<file path="src/m6502_pkg.sv">
// Shared types, constants and helpers for the 6502 subset execute block.
package m6502_pkg;

    localparam int MEM_DEPTH   = 65536;
    localparam int ADDR_W      = $clog2(MEM_DEPTH);
    localparam int S_DATA_W    = 32;
    localparam int M_DATA_W    = 64;
    localparam int QUEUE_DEPTH = 4;
    localparam int QPTR_W      = $clog2(QUEUE_DEPTH);
    localparam int QCNT_W      = $clog2(QUEUE_DEPTH + 1);

    localparam logic [7:0]        P_RESET    = 8'h24;
    localparam logic [7:0]        SP_RESET   = 8'hFD;
    localparam logic [7:0]        FLAG_N     = 8'h80;
    localparam logic [7:0]        FLAG_B     = 8'h10;
    localparam logic [7:0]        FLAG_I     = 8'h04;
    localparam logic [7:0]        FLAG_Z     = 8'h02;
    localparam logic [7:0]        PUSH_P_SET = 8'h30;
    localparam logic [7:0]        STACK_PAGE = 8'h01;
    localparam logic [ADDR_W-1:0] VEC_LO     = 16'hFFFE;
    localparam logic [ADDR_W-1:0] VEC_HI     = 16'hFFFF;

    typedef enum logic [2:0] {
        OP_LDA  = 3'd0,
        OP_STA  = 3'd1,
        OP_TAX  = 3'd2,
        OP_INX  = 3'd3,
        OP_BRK  = 3'd4,
        OP_POKE = 3'd5,
        OP_PEEK = 3'd6,
        OP_NONE = 3'd7
    } opcode_t;

    typedef enum logic [2:0] {
        MODE_IMM  = 3'd0,
        MODE_ZP   = 3'd1,
        MODE_ABS  = 3'd2,
        MODE_ABSX = 3'd3,
        MODE_ABSY = 3'd4
    } mode_t;

    typedef enum logic [3:0] {
        K_NOP,
        K_FAULT,
        K_LDA_IMM,
        K_LDA_MEM,
        K_STA,
        K_TAX,
        K_INX,
        K_BRK,
        K_POKE,
        K_PEEK
    } kind_t;

    typedef enum logic [1:0] {
        IDX_NONE,
        IDX_X,
        IDX_Y
    } idx_sel_t;

    typedef struct packed {
        kind_t       kind;
        idx_sel_t    idx_sel;
        logic        zp;
        logic [15:0] operand;
        logic [7:0]  host_data;
    } uop_t;

    typedef enum logic [2:0] {
        B_DISPATCH,
        B_RD_WAIT,
        B_BRK_LO,
        B_BRK_P,
        B_BRK_VLO,
        B_BRK_VHI,
        B_BRK_DONE
    } back_state_t;

    function automatic logic [7:0] set_zn(input logic [7:0] p, input logic [7:0] v);
        logic [7:0] r;
        r = p & ~(FLAG_Z | FLAG_N);
        if (v == 8'h00) r = r | FLAG_Z;
        if (v[7]) r = r | FLAG_N;
        return r;
    endfunction

endpackage

</file>
<file path="src/m6502_front.sv">
// Front end: accept instruction transfers and classify them into queue entries.
module m6502_front (
    input  logic                           s_tvalid,
    output logic                           s_tready,
    // tdata: opcode[2:0], mode[5:3], operand[21:6], host_data[29:22], zero pad
    input  logic [m6502_pkg::S_DATA_W-1:0] s_tdata,
    input  logic                           q_full,
    output logic                           q_push,
    output m6502_pkg::uop_t                q_uop
);
    import m6502_pkg::*;

    opcode_t opc;
    mode_t   mode;

    assign opc      = opcode_t'(s_tdata[2:0]);
    assign mode     = mode_t'(s_tdata[5:3]);
    assign s_tready = !q_full;
    assign q_push   = s_tvalid && !q_full;

    always_comb begin
        q_uop.kind      = K_NOP;
        q_uop.idx_sel   = IDX_NONE;
        q_uop.zp        = 1'b0;
        q_uop.operand   = s_tdata[21:6];
        q_uop.host_data = s_tdata[29:22];
        case (opc)
            OP_LDA, OP_STA: begin
                q_uop.kind = (opc == OP_LDA) ? K_LDA_MEM : K_STA;
                case (mode)
                    MODE_IMM: begin
                        q_uop.kind = (opc == OP_LDA) ? K_LDA_IMM : K_FAULT;
                    end
                    MODE_ZP:   q_uop.zp = 1'b1;
                    MODE_ABS:  q_uop.idx_sel = IDX_NONE;
                    MODE_ABSX: q_uop.idx_sel = IDX_X;
                    MODE_ABSY: q_uop.idx_sel = IDX_Y;
                    default:   q_uop.kind = K_FAULT;
                endcase
            end
            OP_TAX:  q_uop.kind = K_TAX;
            OP_INX:  q_uop.kind = K_INX;
            OP_BRK:  q_uop.kind = K_BRK;
            OP_POKE: q_uop.kind = K_POKE;
            OP_PEEK: q_uop.kind = K_PEEK;
            default: q_uop.kind = K_NOP;
        endcase
    end

endmodule

</file>
<file path="config.mk">
export PLATFORM = sky130hd
export DESIGN_NAME = m6502_front
export DESIGN_NICKNAME = d
export VERILOG_FILES = /design/src/m6502_pkg.sv /design/src/m6502_front.sv
export SDC_FILE = /design/constraint.sdc
export NUM_CORES = 1
export LEC_CHECK = 0
export BUFFER_PORTS_ARGS = -buffer_cell sky130_fd_sc_hd__buf_2
export CORE_AREA = 5 5 42 44
export DETAILED_ROUTE_END_ITERATION = 8
export DIE_AREA = 0 0 47 49
export PLACE_DENSITY = 0.81
export SYNTH_ARGS = -nofsm -noshare
export SYNTH_HDL_FRONTEND = slang
export SYNTH_SLANG_ARGS = --single-unit
export TNS_END_PERCENT = 50
</file>
<file path="constraint.sdc">
create_clock -name vclk -period 1.6
set_input_delay 0.4 -clock vclk [all_inputs]
set_output_delay 0.4 -clock vclk [all_outputs]
set_load 0.02 [all_outputs]
</file>
After elaboration in Yosys (flattened, before gate mapping)
Index checks and enable logic that the tools add are counted.
{ "word_totals": {"register_bits": 0, "input_bits": 34, "out_inout_bits": 33, "word_cells": 23} }
{ "op_classes": {"n_eq_ne": 10, "mux": 7, "reduce_logical": 6} }
{ "ops": {"columns": ["cell", "n"], "rows": [
  ["$pmux 4 s6", 1],
  ["$eq 3x2->1 const B", 4],
  ["$eq 3x3->1 const B", 4],
  ["$eq 3x1->1 const B", 2],
  ["$logic_not 3->1", 2],
  ["$mux 3", 2],
  ["$pmux 3 s2", 1],
  ["$pmux 2 s2", 1],
  ["$reduce_or 4->1", 1],
  ["$mux 2", 1],
  ["$reduce_or 2->1", 1],
  ["$logic_and 1x1->1", 1],
  ["$logic_not 1->1", 1],
  ["$mux 1", 1]
]} }

Logic depth before layout (Yosys ltp)
Gate-level depths: netlist (run 1).
{ "depth": {"word_depth": 4, "mapped_depth": 3, "depth_no_buf": 3} }

Worst setup path after synthesis (run 1)
Ideal clock, no wire load.
{ "synth_timing": {"kind": "input port to output port", "startpoint": "in s_tdata[3] (netlist name)", "endpoint": "out q_uop[29] (netlist name)", "t_arrival_ns": 1.131, "setup_slack_ns": 0.069, "cell_stages": 3, "n_path_buf": 0, "cell_sequence": "or3_1 -> a31oi_1 -> o21ai_0"} }
{ "synth_rtl": {"columns": ["item", "line_no", "source"], "rows": [
  ["start, declared", "m6502_front.sv:6", "input logic [m6502_pkg::S_DATA_W-1:0] s_tdata,"],
  ["end, declared", "m6502_front.sv:9", "output m6502_pkg::uop_t q_uop"]
]} }

==> reports/metrics.cfg, run 1 <==
[synth]
syn-cell-area_sq_um = 323
ys_seq_area_frac = 0
synth_cells = 48
synth.distinct_cells = 16
syn_area_per_cell_sq_um = 6.73
syn_nets = 82
yosysWarnings = 0

[finish]
final_area_sq_um = 310
antenna_cells = 0
fillers = 167
clock_buffers = 0
nNetsFinal = 81
design.seq.count = 0
syn2layout_area_growth_pct = -3.88
register_area_sq_um = 0
final_layout_size_suffix_gt1_frac = 0.600
fin_util = 0.221

[pwr]
power_density_nw_per_um2 = 288
vdd_drop_max_v = 0.0000645
finalPower_mw = 0.0893
p_leak_nw = 0.161

[timing]
tightest_slew_ps = 239
fin_crit_ps = 1650
finalSetupViolCount = 2
slew_violations = 0
finalHoldViolCount = 0
rsz0062_at_grt = true
fin_ws_ps = -51.8
period_share = 1.03
relSlewSlack = 0.840
fmax_ghz = 0.605

[placed_design]
hpwl_um = 649
port_buffers = 17
gp_congestion = 0.777
placed_cell_area_sq_um = 270
pre_cts_slack_ps = -118

[routing]
viasPerCell = 4.61
drt_first_iter_violations = 1
avgRoutedWirePerCell_um = 13.0
postRouteAntennaNets = 0
drc = 0
num_vias = 281
drt_wl_total_um = 794
dr.pass1.iters = 4

[global_routing]
grt_util_all_layers = 0.0702
met2_usage = 0.102
grt_pass1_vias = 280
grt_overflow = 0
grt_util_met3 = 0.0332
use_met1 = 0.0783
antenna_found_initial = 0
grt_first_pass_wirelength_mm = 1.28
grt_max_degree = 8
top_usage_layer = met2

[worst_setup_path]
crit_type = input pin to primary output
cp-end-kind = primary output
max_stage_delay_ps = 360
cp.arrival_ps = 1250
critPathSlowestCell = or3_1
critPathLaunchType = input pin
crit_required_ps = 1200
crit_family = simple AND/OR/NAND/NOR gates
worstPathCellList = buf_8 -> or3_1 -> a31oi_1 -> o21ai_1 -> buf_4
crit_buf_inv = 2
crit_fanout = 3

[min_path]
hold_class = input pin to primary output

[die]
rows = 14
ios = 67
die-area_sq_um = 2300
core-area_sq_um = 1400
die_y_um = 49
start_util = 0.230
die_w_um = 47

[flow_run]
maxCapViolations = 0

[cts]
hold_buffers = 0

[status]
status = finished with violations
violations = negative setup slack

[cells by family after synthesis]
| group | count (synthesis) | synth area share |
|---|---|---|
| simple gates | 14 | 0.233 |
| buf+inv | 25 | 0.570 |
| compound gates | 7 | 0.136 |
| xor+xnor | 1 | 0.0271 |
| mux | 1 | 0.0349 |
[power by group]
part	leakage [nW]	total, mW	internal (mW)	switching, mW
clock	0	0	0	0
combinational	0.161	0.0893	0.0428	0.0465
sequential	0	0	0	0
[Yosys cell counts]
cell type / instances / area [sq um]
nand2_1: 3 / 11.3
buf_4: 24 / 180
a31oi_1: 1 / 6.26
nor2b_1: 1 / 6.26
or3_1: 1 / 6.26
and2_1: 1 / 6.26
nor3_2: 1 / 10.0
o21ai_0: 5 / 25.0
and3_2: 1 / 7.51
mux2_2: 1 / 11.3
xor2_1: 1 / 8.76
a22oi_2: 1 / 12.5
nor2_1: 4 / 15.0
nand2b_1: 1 / 6.26
inv_1: 1 / 3.75
and3_1: 1 / 6.26
[layout by cell type, fill, tap and decap left out, drive strengths merged]
cell type / Yosys / routed
a31oi: 1 / 1
buf: 24 / 21
inv: 1 / 1
mux2: 1 / 1
xor2: 1 / 1
nor2: 4 / 4
or3: 1 / 1
a22oi: 1 / 1
and3: 2 / 2
nor3: 1 / 1
nor2b: 1 / 1
nand2b: 1 / 1
o21ai: 5 / 5
nand2: 3 / 3
and2: 1 / 1
[cell type report]
class	count	area [sq um]	share of cell area
multi-input cells	23	144	0.464
inverters	1	3.75	0.0121
repair buffers	21	143	0.460
well taps	16	20.0	0.0645
[per-stage QoR]
stage / hold slack [ps] / cells / TNS, ps
2_1_floorplan: 877 / 48 / 0
3_3_place_gp: 800 / 60 / -130
3_5_place_dp: 800 / 60 / -176
4_1_cts: 800 / 61 / -98.3
5_1_grt: 800 / 61 / -212
6_report: 800 / 61 / -82.1
[final timing paths]
check / start / endpoint / slack [ps] / cells after the start
worst max-delay path: s_tdata[4] / q_uop[29] / -50 / 5
worst min-delay path: s_tdata[14] / q_uop[16] / 800 / 0
[per-layer routing]
metal  vias up  share of wire
met5         -              0
met4         0          0.067
met3        12           0.21
met2        20           0.38
met1       121           0.35
li1        128              -
[what timing repair did]
item | 4_1_cts | 5_1_grt
setup buffers | 1 | 0
resized for setup | 8 | 5
pin swaps | 3 | 0
setup endpoints to repair | 2 | 4
(Power assumes the default switching activity.)
==> run 2, diff against run 1 <==
--- a/config.mk
+++ b/config.mk
@@ -13,4 +13,3 @@
 export SYNTH_ARGS = -nofsm -noshare
 export SYNTH_HDL_FRONTEND = slang
 export SYNTH_SLANG_ARGS = --single-unit
-export TNS_END_PERCENT = 50
==> reports/metrics.cfg, run 2 (same netlist as run 1, synthesis figures left out) <==
[routing]
drt_wl_total_um = 810
dr.pass1.iters = 1
postRouteAntennaNets = 0
drc = 0
drt_first_iter_violations = 0
num_vias = 279
viasPerCell = 4.57
avgRoutedWirePerCell_um = 13.3

[status]
status = finished with violations
violations = negative setup slack

[placed_design]
place_inst = 60
placed_cell_area_sq_um = 270
gp_congestion = 0.777
pre_cts_slack_ps = -118
hpwl_um = 649
port_buffers = 17

[min_path]
hold_class = input pin to primary output

[timing]
slew_violations = 0
relSlewSlack = 0.878
tightest_slew_ps = 182
hold_slack_ps = 800
finalHoldViolCount = 0
fin_ws_ps = -54.3
rsz0062_at_grt = true
fmax_ghz = 0.604
period_share = 1.03
finalSetupViolCount = 1
fin_crit_ps = 1650
fin_tns_setup_ps = -54.3

[worst_setup_path]
critPathLaunchType = input pin
crit_family = simple AND/OR/NAND/NOR gates
crit_buf_inv = 2
critPathSlowestCell = or3_1
crit_fanout = 3
crit_required_ps = 1200
crit_type = input pin to primary output
max_stage_delay_ps = 360
worstPathCellList = buf_8 -> or3_1 -> a31oi_1 -> o21ai_1 -> buf_4
cp.arrival_ps = 1250
cp-end-kind = primary output

[pwr]
p_leak_nw = 0.166
power_density_nw_per_um2 = 291
vdd_drop_max_v = 0.0000665
finalPower_mw = 0.0946

[finish]
final_cell_mix = 10 x buf_2, 7 x buf_4, 4 x o21ai_1, 3 x nand2_1, 3 x buf_6
final_area_sq_um = 325
final_layout_size_suffix_gt1_frac = 0.600
nNetsFinal = 81
final_common_cell = buf_2
design.seq.count = 0
register_area_sq_um = 0
antenna_cells = 0
final_cells = 61
syn2layout_area_growth_pct = 0.775
fin_util = 0.232
clock_buffers = 0

[die]
core-area_sq_um = 1400
ios = 67
rows = 14
die_y_um = 49
die-area_sq_um = 2300
start_util = 0.230
die_w_um = 47

[global_routing]
grt_overflow = 0
grt_first_pass_wirelength_mm = 1.25
antenna_found_initial = 0
grt_pass1_vias = 275
grt_max_degree = 8
grt_util_all_layers = 0.0681

[cts]
hold_buffers = 0

[flow_run]
maxCapViolations = 0

==> run 2: cell counts in the layout (fill, tap and decap cells not counted) <==
No cell type changed its count.
==> run 2: worst paths after layout <==
path | start | endpoint | depth (start not counted)
setup / recovery | s_tdata[4] | q_uop[29] | 5
hold / removal | s_tdata[14] | q_uop[16] | 0
==> run 2: cell type report <==
type	count	area, sq um
inverter	1	3.75
multi-input combinational	23	150
fill	167	1080
tap	16	20.0
timing repair buffer	21	151
==> run 2: metal layers <==
| layer | track usage | up-vias | share of wire |
|---|---|---|---|
| met3 | 0.0332 | 12 | 0.20 |
| li1 | - | 128 | - |
| met2 | 0.0995 | 20 | 0.38 |
| met4 | 0.0461 | 0 | 0.065 |
| met1 | 0.0739 | 119 | 0.35 |
| met5 | 0 | - | 0 |
==> run 2: power breakdown <==
part           switching, mW  internal (mW)
Clock                      0              0
Sequential                 0              0
Combinational         0.0486         0.0461
==> run 2: repair_timing <==
action                                  CTS  global route
pin swaps                                 3             1
resized for setup                        13             6
setup buffers                             1             0
endpoints found under the setup margin    2             3
hold endpoints to repair                  0             0
==> run 3, diff against run 2 <==
--- a/config.mk
+++ b/config.mk
@@ -6,10 +6,13 @@
 export NUM_CORES = 1
 export LEC_CHECK = 0
 export BUFFER_PORTS_ARGS = -buffer_cell sky130_fd_sc_hd__buf_2
-export CORE_AREA = 5 5 42 44
+export CELL_PAD_IN_SITES_DETAIL_PLACEMENT = 0
+export CELL_PAD_IN_SITES_GLOBAL_PLACEMENT = 2
+export CORE_MARGIN = 5
+export CORE_UTILIZATION = 10
 export DETAILED_ROUTE_END_ITERATION = 8
-export DIE_AREA = 0 0 47 49
-export PLACE_DENSITY = 0.81
+export GPL_TIMING_DRIVEN = 1
+export PLACE_DENSITY = 0.92
 export SYNTH_ARGS = -nofsm -noshare
 export SYNTH_HDL_FRONTEND = slang
 export SYNTH_SLANG_ARGS = --single-unit
==> reports/metrics.cfg, run 3 (same netlist as run 1, synthesis figures left out) <==
[status]
status = finished with violations
violations = negative setup slack

[pwr]
power_density_nw_per_um2 = 255
p_leak_nw = 0.168
finalPower_mw = 0.0915
vdd_drop_max_v = 0.0000503

[global_routing]
grt_overflow = 0
grt_util_all_layers = 0.0290
grt_max_degree = 8
grt_pass1_vias = 229
antenna_found_initial = 0
grt_first_pass_wirelength_mm = 1.03

[finish]
final_cell_mix = 11 x buf_2, 8 x buf_4, 4 x o21ai_0, 3 x nand2_1, 3 x nor2_1
clock_buffers = 0
register_area_sq_um = 0
syn2layout_area_growth_pct = 11.2
final_common_cell = buf_2
antenna_cells = 0
design.seq.count = 0
fillers = 363
final_layout_size_suffix_gt1_frac = 0.587
nNetsFinal = 82

[die]
ios = 67
die-area_sq_um = 4460
core-area_sq_um = 3080
rows = 20
start_util = 0.105
die_y_um = 66.8
die_w_um = 66.8

[routing]
postRouteAntennaNets = 0
dr.pass1.iters = 1
num_vias = 267
viasPerCell = 2.97
drt_first_iter_violations = 0
avgRoutedWirePerCell_um = 8.63
drc = 0
drt_wl_total_um = 777

[min_path]
hold_class = input pin to primary output

[placed_design]
port_buffers = 17
hpwl_um = 656
pre_cts_slack_ps = -108
gp_congestion = 0.758

[timing]
fin_tns_setup_ps = -68.5
slew_violations = 0
period_share = 1.03
fin_ws_ps = -42.5
rsz0062_at_grt = true
fin_crit_ps = 1640
hold_slack_ps = 800
finalHoldViolCount = 0
relSlewSlack = 0.851
tightest_slew_ps = 222
fmax_ghz = 0.609
finalSetupViolCount = 2

[worst_setup_path]
critPathLaunchType = input pin
cp-end-kind = primary output
crit_required_ps = 1200
crit_type = input pin to primary output
cp.arrival_ps = 1240
crit_fanout = 4

[flow_run]
maxCapViolations = 0

==> run 3: cell count changes in the layout (fill, tap and decap cells not counted), sizes merged <==
cell	change
buf	+1
==> run 3: power breakdown <==
group	total [mW]	leakage [nW]	internal [mW]	switching (mW)
Clock	0	0	0	0
Sequential	0	0	0	0
Combinational	0.0915	0.168	0.0445	0.0470
Total	0.0915	0.168	0.0445	0.0470
==> run 3: layer usage <==
layer	vias up	track usage	routed length, um
li1	134	-	-
met4	0	0.0127	28
met3	6	0.0101	116
met1	111	0.0300	273
met2	16	0.0520	358
met5	-	0	0
==> run 3: stage by stage <==
stage	std cells	util	area (sq um)
6_report	90	0.117	359
5_1_grt	90	0.117	359
4_1_cts	90	0.114	352
3_5_place_dp	89	0.102	313
3_3_place_gp	89	0.102	313
2_1_floorplan	48	-	323
==> run 3: repair_timing <==
item	in CTS	in global routing
endpoints found under the setup margin	2	4
gates cloned	0	0
hold buffers	0	0
gates resized for setup	10	3
pin swaps	3	0
buffers inserted	1	0
==> run 3: path summary, 6_finish.rpt <==
check / from / to / depth (start not counted)
setup / recovery: s_tdata[4] / q_uop[29] / 5
hold / removal: s_tdata[12] / q_uop[14] / 0
==> run 3: worst max-delay path, cell delays in order <==
cell and delay, ps:
buf_8 100, or3_1 350, a31oi_1 130, o21ai_1 100, buf_4 160
==> run 3: area by class of cell <==
type                       instances  area (sq um)  share of cell area
multi-input combinational         23           148               0.411
tap                               44          55.1               0.153
inverter                           1          3.75              0.0105
timing repair buffer              22           153               0.425
