**src/m6502_pkg.sv**
```systemverilog
// Shared types, constants and helpers for the 6502 subset execute block.
package m6502_pkg;

    localparam int MEM_DEPTH   = 65536;
    localparam int ADDR_W      = $clog2(MEM_DEPTH);
    localparam int S_DATA_W    = 32;
    localparam int M_DATA_W    = 64;
    localparam int QUEUE_DEPTH = 4;
    localparam int QPTR_W      = $clog2(QUEUE_DEPTH);
    localparam int QCNT_W      = $clog2(QUEUE_DEPTH + 1);

    localparam logic [7:0]        P_RESET    = 8'h24;
    localparam logic [7:0]        SP_RESET   = 8'hFD;
    localparam logic [7:0]        FLAG_N     = 8'h80;
    localparam logic [7:0]        FLAG_B     = 8'h10;
    localparam logic [7:0]        FLAG_I     = 8'h04;
    localparam logic [7:0]        FLAG_Z     = 8'h02;
    localparam logic [7:0]        PUSH_P_SET = 8'h30;
    localparam logic [7:0]        STACK_PAGE = 8'h01;
    localparam logic [ADDR_W-1:0] VEC_LO     = 16'hFFFE;
    localparam logic [ADDR_W-1:0] VEC_HI     = 16'hFFFF;

    typedef enum logic [2:0] {
        OP_LDA  = 3'd0,
        OP_STA  = 3'd1,
        OP_TAX  = 3'd2,
        OP_INX  = 3'd3,
        OP_BRK  = 3'd4,
        OP_POKE = 3'd5,
        OP_PEEK = 3'd6,
        OP_NONE = 3'd7
    } opcode_t;

    typedef enum logic [2:0] {
        MODE_IMM  = 3'd0,
        MODE_ZP   = 3'd1,
        MODE_ABS  = 3'd2,
        MODE_ABSX = 3'd3,
        MODE_ABSY = 3'd4
    } mode_t;

    typedef enum logic [3:0] {
        K_NOP,
        K_FAULT,
        K_LDA_IMM,
        K_LDA_MEM,
        K_STA,
        K_TAX,
        K_INX,
        K_BRK,
        K_POKE,
        K_PEEK
    } kind_t;

    typedef enum logic [1:0] {
        IDX_NONE,
        IDX_X,
        IDX_Y
    } idx_sel_t;

    typedef struct packed {
        kind_t       kind;
        idx_sel_t    idx_sel;
        logic        zp;
        logic [15:0] operand;
        logic [7:0]  host_data;
    } uop_t;

    typedef enum logic [2:0] {
        B_DISPATCH,
        B_RD_WAIT,
        B_BRK_LO,
        B_BRK_P,
        B_BRK_VLO,
        B_BRK_VHI,
        B_BRK_DONE
    } back_state_t;

    function automatic logic [7:0] set_zn(input logic [7:0] p, input logic [7:0] v);
        logic [7:0] r;
        r = p & ~(FLAG_Z | FLAG_N);
        if (v == 8'h00) r = r | FLAG_Z;
        if (v[7]) r = r | FLAG_N;
        return r;
    endfunction

endpackage

```
**src/m6502_queue.sv**
```systemverilog
// Small FIFO of classified instructions between front and back.
module m6502_queue (
    input  logic            aclk,
    input  logic            aresetn,
    input  logic            push,
    input  m6502_pkg::uop_t push_uop,
    output logic            full,
    input  logic            pop,
    output logic            head_valid,
    output m6502_pkg::uop_t head_uop
);
    import m6502_pkg::*;

    uop_t              entry_reg [QUEUE_DEPTH];
    logic [QPTR_W-1:0] wr_ptr_reg, wr_ptr_next;
    logic [QPTR_W-1:0] rd_ptr_reg, rd_ptr_next;
    logic [QCNT_W-1:0] count_reg, count_next;

    assign full       = (count_reg == QCNT_W'(QUEUE_DEPTH));
    assign head_valid = (count_reg != '0);
    assign head_uop   = entry_reg[rd_ptr_reg];

    always_comb begin
        wr_ptr_next = push ? wr_ptr_reg + 1'b1 : wr_ptr_reg;
        rd_ptr_next = pop ? rd_ptr_reg + 1'b1 : rd_ptr_reg;
        count_next  = count_reg;
        if (push && !pop) count_next = count_reg + 1'b1;
        if (!push && pop) count_next = count_reg - 1'b1;
    end

    always_ff @(posedge aclk) begin
        if (!aresetn) begin
            wr_ptr_reg <= '0;
            rd_ptr_reg <= '0;
            count_reg  <= '0;
        end else begin
            wr_ptr_reg <= wr_ptr_next;
            rd_ptr_reg <= rd_ptr_next;
            count_reg  <= count_next;
        end
    end

    always_ff @(posedge aclk) begin
        if (push) entry_reg[wr_ptr_reg] <= push_uop;
    end

endmodule

```
**config.mk**
```make
export PLATFORM = sky130hd
export DESIGN_NAME = m6502_queue
export DESIGN_NICKNAME = d
export VERILOG_FILES = /design/src/m6502_pkg.sv /design/src/m6502_queue.sv
export SDC_FILE = /design/constraint.sdc
export NUM_CORES = 1
export LEC_CHECK = 0
export ABC_AREA = 0
export BUFFER_PORTS_ARGS = -buffer_cell sky130_fd_sc_hd__buf_2
export CAP_MARGIN = 0
export CELL_PAD_IN_SITES_DETAIL_PLACEMENT = 1
export CELL_PAD_IN_SITES_GLOBAL_PLACEMENT = 1
export CORE_MARGIN = 3
export CORE_UTILIZATION = 40
export CTS_CLUSTER_DIAMETER = 80
export DETAILED_ROUTE_END_ITERATION = 7
export PLACE_DENSITY_LB_ADDON = 0.1
export SYNTH_ARGS = -nofsm -noshare
export SYNTH_HDL_FRONTEND = slang
export SYNTH_SLANG_ARGS = --single-unit
```
**constraint.sdc**
```tcl
create_clock -name aclk -period 2.9 [get_ports aclk]
set_clock_uncertainty 0.05 [all_clocks]
set_input_delay 0.29 -clock aclk [delete_from_list [all_inputs] [get_ports aclk]]
set_output_delay 0.29 -clock aclk [all_outputs]
set_load 0.05 [all_outputs]
```
---- After elaboration in Yosys (flattened, before gate mapping) ----
Memories as Yosys holds them, arrays and structs flattened. A register that Yosys moved wholly into a read port is not among the register bits.
Cells that the tools add are included.
cells by class
  mux-type cells .......................... 6
  equal/unequal tests ..................... 1
  $add $sub $neg .......................... 4
  reductions and logical operators ........ 6
operators with widths
  cell                   count
  $mux W3                2
  $add A2 B1 Y2 const B  2
  $mux W2                2
  $add A3 B1 Y3 const B  1
  $eq A3 B3 Y1 const B   1
  $reduce_bool A3 Y1     1
  $sub A3 B1 Y3 const B  1
  $logic_and A1 B1 Y1    2
  $logic_not A1 Y1       2
  $mux W1                2
  $reduce_bool A2 Y1     1
word-level totals
  word-level logic and storage cells ...... 21
  input bits .............................. 35
  output and inout bits ................... 33
  bits in registers ....................... 7
  bits in writable memories ............... 124
  memories ................................ 1
memories
  memory     words  bits a word  rd ports  clocked after memory_dff  wr ports  RTL line           text
  entry_reg  4      31           1         1                         1         m6502_queue.sv:14  uop_t entry_reg [QUEUE_DEPTH];

---- Depth between registers and ports, before layout ----
Gate-level depths: netlist of run 1.
  depth after elaboration ................. 4
  gate-level depth with buffers ........... 6
  gate-level depth less buffers ........... 6

---- Worst setup path before layout of run 1 ----
OpenSTA, ideal clock, no wires.
  path kind ............................... register to output
  start point ............................. register count_reg[0]
  end point ............................... output full
  cell stages (with the launch flop) ...... 2
  data arrival time ....................... 1.498 ns
  slack ................................... 1.062 ns
  path buffers ............................ 0
  path through ............................ dfxtp_1 -> nor3b_1
between the ends
  cells in the longest elaborated chain, start to end .. 1
ends and longest elaborated chain
  element                 RTL line           text
  start, declared         m6502_queue.sv:17  logic [QCNT_W-1:0] count_reg, count_next;
  start signal, assigned  m6502_queue.sv:39  count_reg <= count_next;
  $eq A3 B3 Y1            m6502_queue.sv:19  assign full = (count_reg == QCNT_W'(QUEUE_DEPTH));
  end, declared           m6502_queue.sv:7   output logic full,
Every way passes these cells.

==> reports/results.tsv, run 1 <==
stage	metric	value	unit
yosys	Post-synth EDFFs	124	
worst_setup_path	CP Cell Sequence	buf_4, mux4_2, buf_2	
sta	unrepaired setup endpoints after global routing	false	
global_route	largest net degree at the start of global routing	23	
global_route	GR Overflow Total	0	
floorplan	Die W	117	um
status	status	finished, final reports clean	
worst_setup_path	WS Path Type	flip-flop to output port	
sta	endpoints failing hold	0	
power_and_ir_drop	Design Power	4.73	mW
worst_setup_path	crit-path max FO	20	
finish	Syn-to-layout area delta	21.6	%
routing	via density per instance	5.05	
yosys	Synth Register Bits	133	
yosys	area share of the largest cell type after synthesis	0.757	
yosys	Commonest cells post-synth	124 x edfxtp_1, 30 x mux4_2, 9 x and2_1, 9 x dfxtp_1, 5 x ha_1	
worst_hold_path	Hold Crit Depth	1	
sta	Setup Viol. Count Final	0	
global_route	number of global-route vias before repair	2519	
yosys	Cell variety after synth	19	
yosys	mapped cell area	0.00492	sq mm
floorplan	die height	117	um
routing	drt wl/cell	20.1	um
cts	setup bufs post-CTS	0	
worst_setup_path	CP max-delay cell	dfxtp_2	
finish	number of flip-flops in the largest register	124	
routing	overall routed net length	9010	um
placement	placed wire-length estimate	5680	um
cts	worst skew pair latency	0.41	ns
power_and_ir_drop	P per Cell Area	792	mW/mm^2
yosys	top-count cell post-synth	edfxtp_1	
cts	CTS resizes	0	
yosys	register area share after synthesis	0.794	
worst_setup_path	worst reg2reg path depth	4	
cts	total CTS buffers	17	
finish	share of layout cells above drive strength 1	0.434	
yosys	yosys warns	0	
worst_setup_path	Worst Path Required	2.56	ns
yosys	top cells by area, synth	edfxtp_1 76%, mux4_2 14%, dfxtp_1 3.7%	
worst_setup_path	reg2reg setup slack	1.15	ns
worst_hold_path	hold_sp	push_uop[4]	
sta	Slew @ Worst Pin	0.614	ns
power_and_ir_drop	Worst VDD drop	0.000479	V
sta	max-slew violation count	0	
worst_setup_path	worst reg2reg endpoint	entry_reg[0][3]	
finish	antenna fix cells	0	
global_route	Total GRT Usage	0.149	
cts	CTS Buffer Depth	2	
routing	Post-DRT Antenna Nets	0	
worst_setup_path	worst reg2reg startpoint	wr_ptr_reg[0]	
routing	first drt pass iteration count	4	
sta	max_slew headroom	0.591	
worst_setup_path	CP arrival	1.91	ns
run	MaxCap Viol Count	0	
worst_hold_path	hold endpoint	entry_reg[2][4]	
worst_setup_path	CP peak stage delay	0.67	ns
floorplan	IO Count	68	
worst_setup_path	CP Capture Type	output port	
cts	Worst-path clk slew	0.06	ns
routing	DR iter-0 viols	151	
worst_hold_path	worst hold path class	input port to flip-flop	
sta	Max Fclk	444	MHz
placement	# port buffers	67	
yosys	Syn Inst Count	203	
yosys	top_reg_cell synth	edfxtp_1	
floorplan	Starting Density	0.420	
finish	nets	333	
sta	fin crit share	0.776	
yosys	Synth area leader	edfxtp_1	
cts	TritonCTS clock tree	done	
floorplan	placeable core area	0.0117	sq mm
routing	Via Count	2256	
sta	post-route minimum period	2.25	ns
global_route	antenna violations before repair	0	
cts	Post-CTS Hold Fix Bufs	0	
cts	CTS Root Cell	clkbuf_16	
yosys	asr flop ratio synth	0	
global_route	global-route wire length before repair	14100	um
floorplan	num rows	39	
floorplan	DIE AREA	0.0137	sq mm
worst_setup_path	worst path bufs/invs	2	
worst_setup_path	cell family with most CP delay	flip-flops	
power_and_ir_drop	LEAKAGE	2.08	nW
cts	Sink Count	133	
routing	number of remaining DRC errors	0	
yosys	Synthesized Nets	244	
sta	Setup TNS Final	0	ns
cts	CTS H-tree depth	4	
placement	gpl congestion	0.672	
worst_setup_path	Startpoint Class	flip-flop	
yosys	Syn Area/Cell	24.2	sq um
[power by group]
part / switching [mW] / total [mW] / internal [mW]
clock: 0.711 / 1.86 / 1.15
sequential: 0.0387 / 2.24 / 2.20
combinational: 0.428 / 0.630 / 0.202
[placed cells by master, fill, tap and decap left out, types with 2 or more instances in the layout]
cell type    n
or3_1        2
inv_1        3
xnor2_1      3
dfxtp_1      7
clkinv_2     2
buf_4        8
clkbuf_1     5
nor2b_1      2
buf_2       67
dfxtp_2      2
xor2_1       2
and2_2       4
mux2i_1      2
and2_1       5
mux4_2      30
clkinv_1     6
ha_1         5
clkbuf_16   17
edfxtp_1   124
[layout make-up]
type	instances	area [sq um]
fillers	1103	5730
multi-input cells	61	958
well taps	143	179
clock inverters	9	62.6
inverters	3	11.3
flip-flops and latches	133	3910
clock buffers	22	444
repair buffers	76	415
[stage by stage]
| stage | setup slack (ns) | cells | hold slack [ns] | instance area [sq um] | util |
|---|---|---|---|---|---|
| after floorplan | 1.06 | 203 | 0.339 | 4920 | - |
| after global placement | 1.04 | 416 | 0.441 | 5470 | 0.467 |
| after detailed placement | 1.03 | 416 | 0.449 | 5470 | 0.467 |
| after CTS | 0.570 | 447 | 0.0106 | 5980 | 0.510 |
| after global routing | 0.512 | 447 | 0.0134 | 5980 | 0.510 |
| final | 0.648 | 447 | 0.0346 | 5980 | 0.510 |
[per-layer routing]
metal / vias to the layer above / share of wire / global-route usage
li1: 1024 / - / -
met1: 1164 / 0.43 / 0.177
met2: 54 / 0.50 / 0.234
met3: 14 / 0.054 / 0.0730
met4: 0 / 0.013 / 0.0596
met5: - / 0 / 0
[how the worst max path moves through the flow]
stage	startpoint	cells past startpoint	endpoint	slack (ns)
after detailed placement	flip-flop	3	head_uop[16]	1.03
final	flip-flop	3	head_uop[18]	0.65
after global placement	flip-flop	3	head_uop[16]	1.04
after floorplan	count_reg[0]	1	full	1.06
after global routing	flip-flop	3	head_uop[16]	0.51
after CTS	flip-flop	3	head_uop[16]	0.57
[cells by family (layout without fill, tap and decap cells)]
group / count (synthesis) / after routing / share of synthesized area
flip-flops: 133 / 133 / 0.794
multiplexers: 33 / 33 / 0.147
AND/OR/NAND/NOR: 15 / 15 / 0.0188
buffers and inverters: 9 / 110 / 0.0122
adder cells (fa/ha/maj): 6 / 6 / 0.0168
XOR/XNOR: 5 / 5 / 0.00891
AO/OA/AOI/OAI: 2 / 2 / 0.00254
No activity file was read; power rests on OpenSTA's default activity.
==> inputs of run 2 (changes only) <==
Settings changed: ABC_AREA 0 to 1.
Clock period 2.9 ns to 1.9 ns, I/O delays scaled along.
==> run 2 against run 1 <==
Effect of this change: via count is 46% higher; routed wire length is 33% higher; flip-flop and latch count stayed put; non-clock buffer count is 51 higher; global-route usage is 1.9 points higher; synthesized cell count is 77% higher; utilization is 4.8 points higher; highest routed layer unchanged.
==> reports/results.tsv, run 2 <==
stage	metric	value	unit	change
status	status	finished, final reports clean		
routing	DR iter-0 viols	206		+36%
run	MaxCap Viol Count	0		unchanged
yosys	Synth area leader	edfxtp_1		
global_route	global-route wire length before repair	17900	um	+27%
power_and_ir_drop	Worst VDD drop	0.000695	V	+45%
finish	post-layout util	0.558		+0.0476
worst_setup_path	CP peak stage delay	0.40	ns	-0.27 ns
yosys	top_reg_cell synth	edfxtp_1		
cts	worst skew pair latency	0.41	ns	about the same
sta	Setup TNS Final	0	ns	unchanged
power_and_ir_drop	internal power	5.35	mW	+51%
global_route	antenna violations before repair	0		unchanged
sta	Setup Viol. Count Final	0		unchanged
worst_setup_path	crit-path max FO	6		-70%
finish	nets	528		+59%
cts	CTS Root Cell	clkbuf_16		
worst_setup_path	CP Capture Type	output port		
routing	first drt pass iteration count	4		unchanged
worst_setup_path	worst setup path endpoint	head_uop[30]		
cts	TritonCTS clock tree	done		
worst_setup_path	worst reg2reg startpoint	wr_ptr_reg[0]		
power_and_ir_drop	P per Cell Area	1070	mW/mm^2	+35%
sta	max-slew violation count	0		unchanged
routing	drt wl/cell	17.9	um	-11%
power_and_ir_drop	Flop pwr share	0.465		-0.009
finish	antenna fix cells	0		unchanged
sta	post-route minimum period	1.86	ns	
yosys	top cells by area, synth	edfxtp_1 73%, nor2_1 5.2%, o22ai_1 3.8%		
finish	most common library cell in the layout ignoring fill and taps	edfxtp_1		
sta	Max Fclk	537	MHz	
cts	CTS Buffer Depth	2		unchanged
cts	CTS H-tree depth	4		unchanged
yosys	Cell variety after synth	18		-1
worst_setup_path	WS Path Type	flip-flop to output port		
cts	Worst-path clk slew	0.06	ns	about the same
power_and_ir_drop	LEAKAGE	2.53	nW	+22%
sta	Slew @ Worst Pin	0.435	ns	-0.180 ns
yosys	Synthesized Nets	400		+64%
worst_setup_path	worst reg2reg path depth	4		unchanged
worst_setup_path	Startpoint Class	flip-flop		
power_and_ir_drop	Clk pwr share	0.379		-0.014
sta	unrepaired setup endpoints after global routing	true		
finish	Syn-to-layout area delta	34.0	%	
sta	max_slew headroom	0.710		+0.119
routing	Via Count	3289		+46%
floorplan	Starting Density	0.416		-0.00348
finish	number of flip-flops in the largest register	124		unchanged
yosys	Syn Inst Count	359		+77%
floorplan	Die W	119	um	+1.6%
worst_setup_path	CP max-delay cell	dfxtp_4		
worst_setup_path	Worst Path Required	1.66	ns	-0.90 ns
power_and_ir_drop	combinational power share	0.156		+0.023
yosys	register area share after synthesis	0.768		-0.0262
placement	# port buffers	67		unchanged
worst_setup_path	CP Cell Sequence	buf_12, clkbuf_16, o21ai_0, o22ai_1, buf_4		
yosys	top-count cell post-synth	edfxtp_1		
worst_hold_path	Hold Crit Depth	3		+2
floorplan	IO Count	68		unchanged
yosys	asr flop ratio synth	0		unchanged
floorplan	placeable core area	0.0122	sq mm	+4.3%
yosys	area share of the largest cell type after synthesis	0.732		-0.0250
yosys	yosys warns	0		unchanged
floorplan	die height	119	um	+1.6%
routing	Post-DRT Antenna Nets	0		unchanged
finish	leading cell types in the layout, fill and taps excluded	124 x edfxtp_1, 71 x nor2_1, 41 x buf_2, 36 x buf_4, 35 x o21ai_1		
yosys	Syn Area/Cell	14.2	sq um	-42%
yosys	Commonest cells post-synth	124 x edfxtp_1, 71 x nor2_1, 34 x o21ai_0, 34 x o21ai_1, 31 x o22ai_1		
cts	total CTS buffers	17		unchanged
finish	share of layout cells above drive strength 1	0.272		-0.162
sta	endpoints failing hold	0		unchanged
yosys	Post-synth EDFFs	124		unchanged
worst_hold_path	worst hold path class	input port to flip-flop		
global_route	Total GRT Usage	0.168		+0.0193
cts	Sink Count	133		unchanged
finish	Fill cells	1220		+11%
routing	number of remaining DRC errors	0		unchanged
sta	fin crit share	0.980		
power_and_ir_drop	Sw Ratio	0.265		+0.0156
yosys	Synth Register Bits	133		unchanged
placement	gpl congestion	0.712		+6.1%
power_and_ir_drop	P_sw	1.93	mW	+63%
worst_setup_path	CP arrival	1.62	ns	-0.29 ns
worst_setup_path	reg2reg setup slack	0.38	ns	-0.77 ns
worst_setup_path	worst reg2reg endpoint	entry_reg[3][14]		
placement	placed wire-length estimate	6580	um	+16%
global_route	GR Overflow Total	0		unchanged
global_route	number of global-route vias before repair	3352		+33%
global_route	largest net degree at the start of global routing	63		+170%
yosys	mapped cell area	0.00508	sq mm	+3.4%
floorplan	num rows	40		+2.6%
routing	overall routed net length	12000	um	+33%
floorplan	DIE AREA	0.0141	sq mm	+3.2%
routing	via density per instance	4.92		-2.4%
-- run 2: cell types whose count changed after synthesis, moves of 4 or more --
cell,before,now
a21oi_1,0,4
and2_1,9,0
buf_6,3,10
inv_1,3,13
mux4_2,30,0
nand2_1,1,10
nor2_1,0,71
o21ai_0,1,34
o21ai_1,0,34
o22ai_1,0,31
-- run 2: worst min-delay path by stage --
stage / startpoint / endpoint
2_1_floorplan: push_uop[0] / entry_reg[0][0]
3_3_place_gp: push_uop[19] / entry_reg[0][19]
3_5_place_dp: push_uop[27] / entry_reg[0][27]
4_1_cts: aresetn / count_reg[2]
5_1_grt: aresetn / count_reg[2]
6_report: aresetn / count_reg[2]
-- run 2: metrics by stage --
step                setup WS (ns)  cells  power, mW  hold slack [ns]  cell area (sq um)
floorplan                   0.219    359       4.10            0.239               5080
global placement            0.339    592       4.35            0.354               5610
detailed placement          0.275    592       4.37            0.358               5610
CTS                     -0.000142    657       7.24          0.00560               6530
global route              -0.0464    668       7.59           0.0220               6810
finish                     0.0381    668       7.28           0.0182               6810
-- run 2: timing repair --
| item | CTS | global route |
|---|---|---|
| cloned | 0 | 6 |
| hold endpoints to repair | 124 | 0 |
| pin swaps | 1 | 2 |
| hold buffers | 31 | 0 |
| setup buffers | 2 | 5 |
| setup endpoints to repair | 26 | 28 |
| resized for setup | 30 | 35 |
-- run 2: logic make-up after synthesis --
family / after synthesis / share of synthesized area
AOI/OAI and AO/OA: 103 / 0.109
adders and majority gates: 6 / 0.0162
buffers and inverters: 34 / 0.0450
DFF: 133 / 0.768
and+or+nand+nor: 83 / 0.0620
-- run 2: critical path, delay by kind of cell, from the launching register on --
family | cells | cell delay, ns
flip-flops | 1 | 0.40
buffers and inverters | 3 | 0.52
AO/OA/AOI/OAI | 2 | 0.30
-- run 2: area by class of cell --
cell class	instances	area (sq um)	share of cell area
clock inverters	13	67.6	0.00992
inverters	15	82.6	0.0121
flip-flops and latches	133	3910	0.574
well taps	168	210	0.0308
repair buffers	127	1090	0.160
clock buffers	19	433	0.0635
repair inverters	1	20.0	0.00294
multi-input cells	192	998	0.147
-- run 2: layer usage --
layer	up-vias	track usage	part of all wire
met3	14	0.0431	0.039
li1	1584	-	-
met4	0	0.0695	0.014
met5	-	0	0
met1	1618	0.202	0.43
met2	73	0.288	0.52
-- run 2: power groups by stage --
stage          clock (mW)  combinational [mW]  sequential [mW]
6_report             2.76                1.13             3.39
2_1_floorplan           0               0.672             3.43
3_3_place_gp            0               0.915             3.44
4_1_cts              2.82                1.03             3.39
5_1_grt              2.97                1.23             3.39
3_5_place_dp            0               0.927             3.44
==> inputs of run 3 (changes only) <==
Settings changed: CTS_BUF_LIST from default to sky130_fd_sc_hd__clkbuf_2, HOLD_SLACK_MARGIN from default to 0.02.
==> run 3 against run 2 <==
Effect of this change: the flow now finishes with violations (setup timing); clock power is 53% lower; non-clock buffer count rose by 13; sequential share of layout area shrank 2.4 points; cell count increased by 2.7%; register-to-register slack worse by 0.26 ns; worst hold slack gained 0.18 ns; sequential power is essentially flat; utilization grew 2.6 points; largest cell class unchanged.
==> reports/results.tsv, run 3 (synthesis results as in run 2) <==
stage	metric	value	unit	change
status	status	finished with violations		
status	failing checks	setup timing		
floorplan	num rows	40		unchanged
placement	gpl congestion	0.712		unchanged
finish	share of layout cells above drive strength 1	0.411		+0.139
worst_setup_path	cell family with most CP delay	buffers and inverters		
sta	post-route minimum period	2.24	ns	+0.376 ns
cts	Worst-path clk slew	0.19	ns	+0.13 ns
finish	most common library cell in the layout ignoring fill and taps	edfxtp_1		
sta	Slew @ Worst Pin	0.460	ns	+0.0257 ns
power_and_ir_drop	Design Power	6.07	mW	-17%
global_route	met3 Track Usage GR	0.0435		+0.000478
worst_setup_path	CP Cell Sequence	buf_8, buf_12, clkinv_16, nor2_1, o22ai_2, buf_6		
worst_setup_path	Startpoint Class	flip-flop		
finish	Syn-to-layout area delta	40.2	%	
power_and_ir_drop	LEAKAGE	2.61	nW	+3.0%
worst_hold_path	worst hold path class	input port to flip-flop		
finish	Final Cell Area	0.00713	sq mm	+4.6%
global_route	met2 Usage GRT	0.332		+0.0440
floorplan	placeable core area	0.0122	sq mm	unchanged
cts	total CTS buffers	17		unchanged
global_route	GR Util met1	0.237		+0.0347
cts	worst skew pair latency	0.68	ns	+0.27 ns
routing	drt wl/cell	19.4	um	+8.1%
routing	DR iter-0 viols	200		-2.9%
finish	nets	546		+3.4%
worst_setup_path	CP max-delay cell	dfxtp_4		
finish	area of the multi-input gates	0.00129	sq mm	+30%
placement	placed wire-length estimate	6580	um	unchanged
finish	FF+latch area	0.00392	sq mm	+0.22%
cts	CTS Buffer Depth	2		unchanged
power_and_ir_drop	Worst VDD drop	0.000424	V	-39%
finish	antenna fix cells	0		unchanged
run	MaxCap Viol Count	0		unchanged
sta	max-slew violation count	0		unchanged
worst_setup_path	worst path bufs/invs	4		+1
sta	max_slew headroom	0.693		-0.0168
global_route	Total GRT Usage	0.193		+0.0248
routing	Post-DRT Antenna Nets	0		unchanged
cts	Sink Count	133		unchanged
power_and_ir_drop	P per Cell Area	852	mW/mm^2	-20%
global_route	antenna violations before repair	0		unchanged
floorplan	Die W	119	um	unchanged
global_route	most used routing layer in global routing	met2		
finish	number of flip-flops in the largest register	124		unchanged
global_route	global-route wire length before repair	20200	um	+13%
global_route	GR Overflow Total	0		unchanged
worst_setup_path	CP peak stage delay	0.43	ns	+0.03 ns
cts	CTS H-tree depth	4		unchanged
floorplan	die height	119	um	unchanged
sta	Setup Viol. Count Final	31		+31
worst_setup_path	Worst Path Required	1.66	ns	about the same
worst_setup_path	CP arrival	2.00	ns	+0.38 ns
sta	Max Fclk	447	MHz	-17%
floorplan	IO Count	68		unchanged
sta	unrepaired setup endpoints after global routing	true		
finish	post-layout util	0.584		+0.0256
routing	via density per instance	5.00		+1.5%
sta	endpoints failing hold	0		unchanged
finish	Fill cells	1204		-1.3%
routing	first drt pass iteration count	4		unchanged
worst_setup_path	crit-path max FO	16		+10
placement	Cell Area, Placed	0.00561	sq mm	unchanged
worst_setup_path	CP Capture Type	output port		
sta	fin crit share	1.18		+0.198
cts	TritonCTS clock tree	done		
worst_setup_path	CP Depth	6		+1
global_route	largest net degree at the start of global routing	25		-60%
floorplan	DIE AREA	0.0141	sq mm	unchanged
finish	leading cell types in the layout, fill and taps excluded	124 x edfxtp_1, 46 x nor2_1, 37 x dlygate4sd3_1, 35 x buf_2		
routing	number of remaining DRC errors	0		unchanged
routing	Via Count	3428		+4.2%
worst_setup_path	WS Path Type	flip-flop to output port		
sta	final setup margin	-0.338	ns	-0.376 ns
cts	CTS Root Cell	clkbuf_2		
floorplan	Starting Density	0.416		unchanged
sta	WHS	0.199	ns	+0.181 ns
worst_setup_path	worst reg2reg path depth	6		+2
placement	# port buffers	67		unchanged
routing	overall routed net length	13300	um	+11%
global_route	number of global-route vias before repair	3567		+6.4%
worst_hold_path	Hold Crit Depth	2		-1
-- run 3: what timing repair did --
item,4_1_cts,5_1_grt
cloned,8,4
pin swaps,8,15
resized for setup,133,69
hold buffers,37,0
endpoints found under the setup margin,31,35
setup buffers,7,6
hold endpoints to repair,173,0
-- run 3: power breakdown --
part / internal [mW] / switching, mW
sequential: 3.34 / 0.0529
clock: 0.315 / 0.981
combinational: 0.525 / 0.862
-- run 3: metal layers --
layer / vias up / share of wire
li1: 1622 / -
met1: 1719 / 0.43
met2: 78 / 0.53
met3: 9 / 0.030
met4: 0 / 0.0075
met5: - / 0
-- run 3: final timing paths --
kind | startpoint | endpoint | slack (ns)
hold reg to reg | rd_ptr_reg[1] | flip-flop | 0.42
setup reg to reg | count_reg[0] | count_reg[2] | 0.12
hold / removal | push_uop[17] | entry_reg[2][17] | 0.20
setup / recovery | flip-flop | head_uop[4] | -0.34
-- run 3: layout make-up --
class                   count  area share
well taps                 168      0.0295
clock inverters            13     0.00948
multi-input cells         192       0.182
repair inverters            6      0.0170
flip-flops and latches    133       0.550
repair buffers            140       0.189
clock buffers              19      0.0133
inverters                  15      0.0102
-- run 3: through the flow --
step	setup TNS, ns	cells	worst slack (ns)
global placement	0	592	0.339
global route	-14.35	686	-0.547
detailed placement	0	592	0.275
floorplan	0	359	0.219
CTS	-9.03	676	-0.361
finish	-8.39	686	-0.338
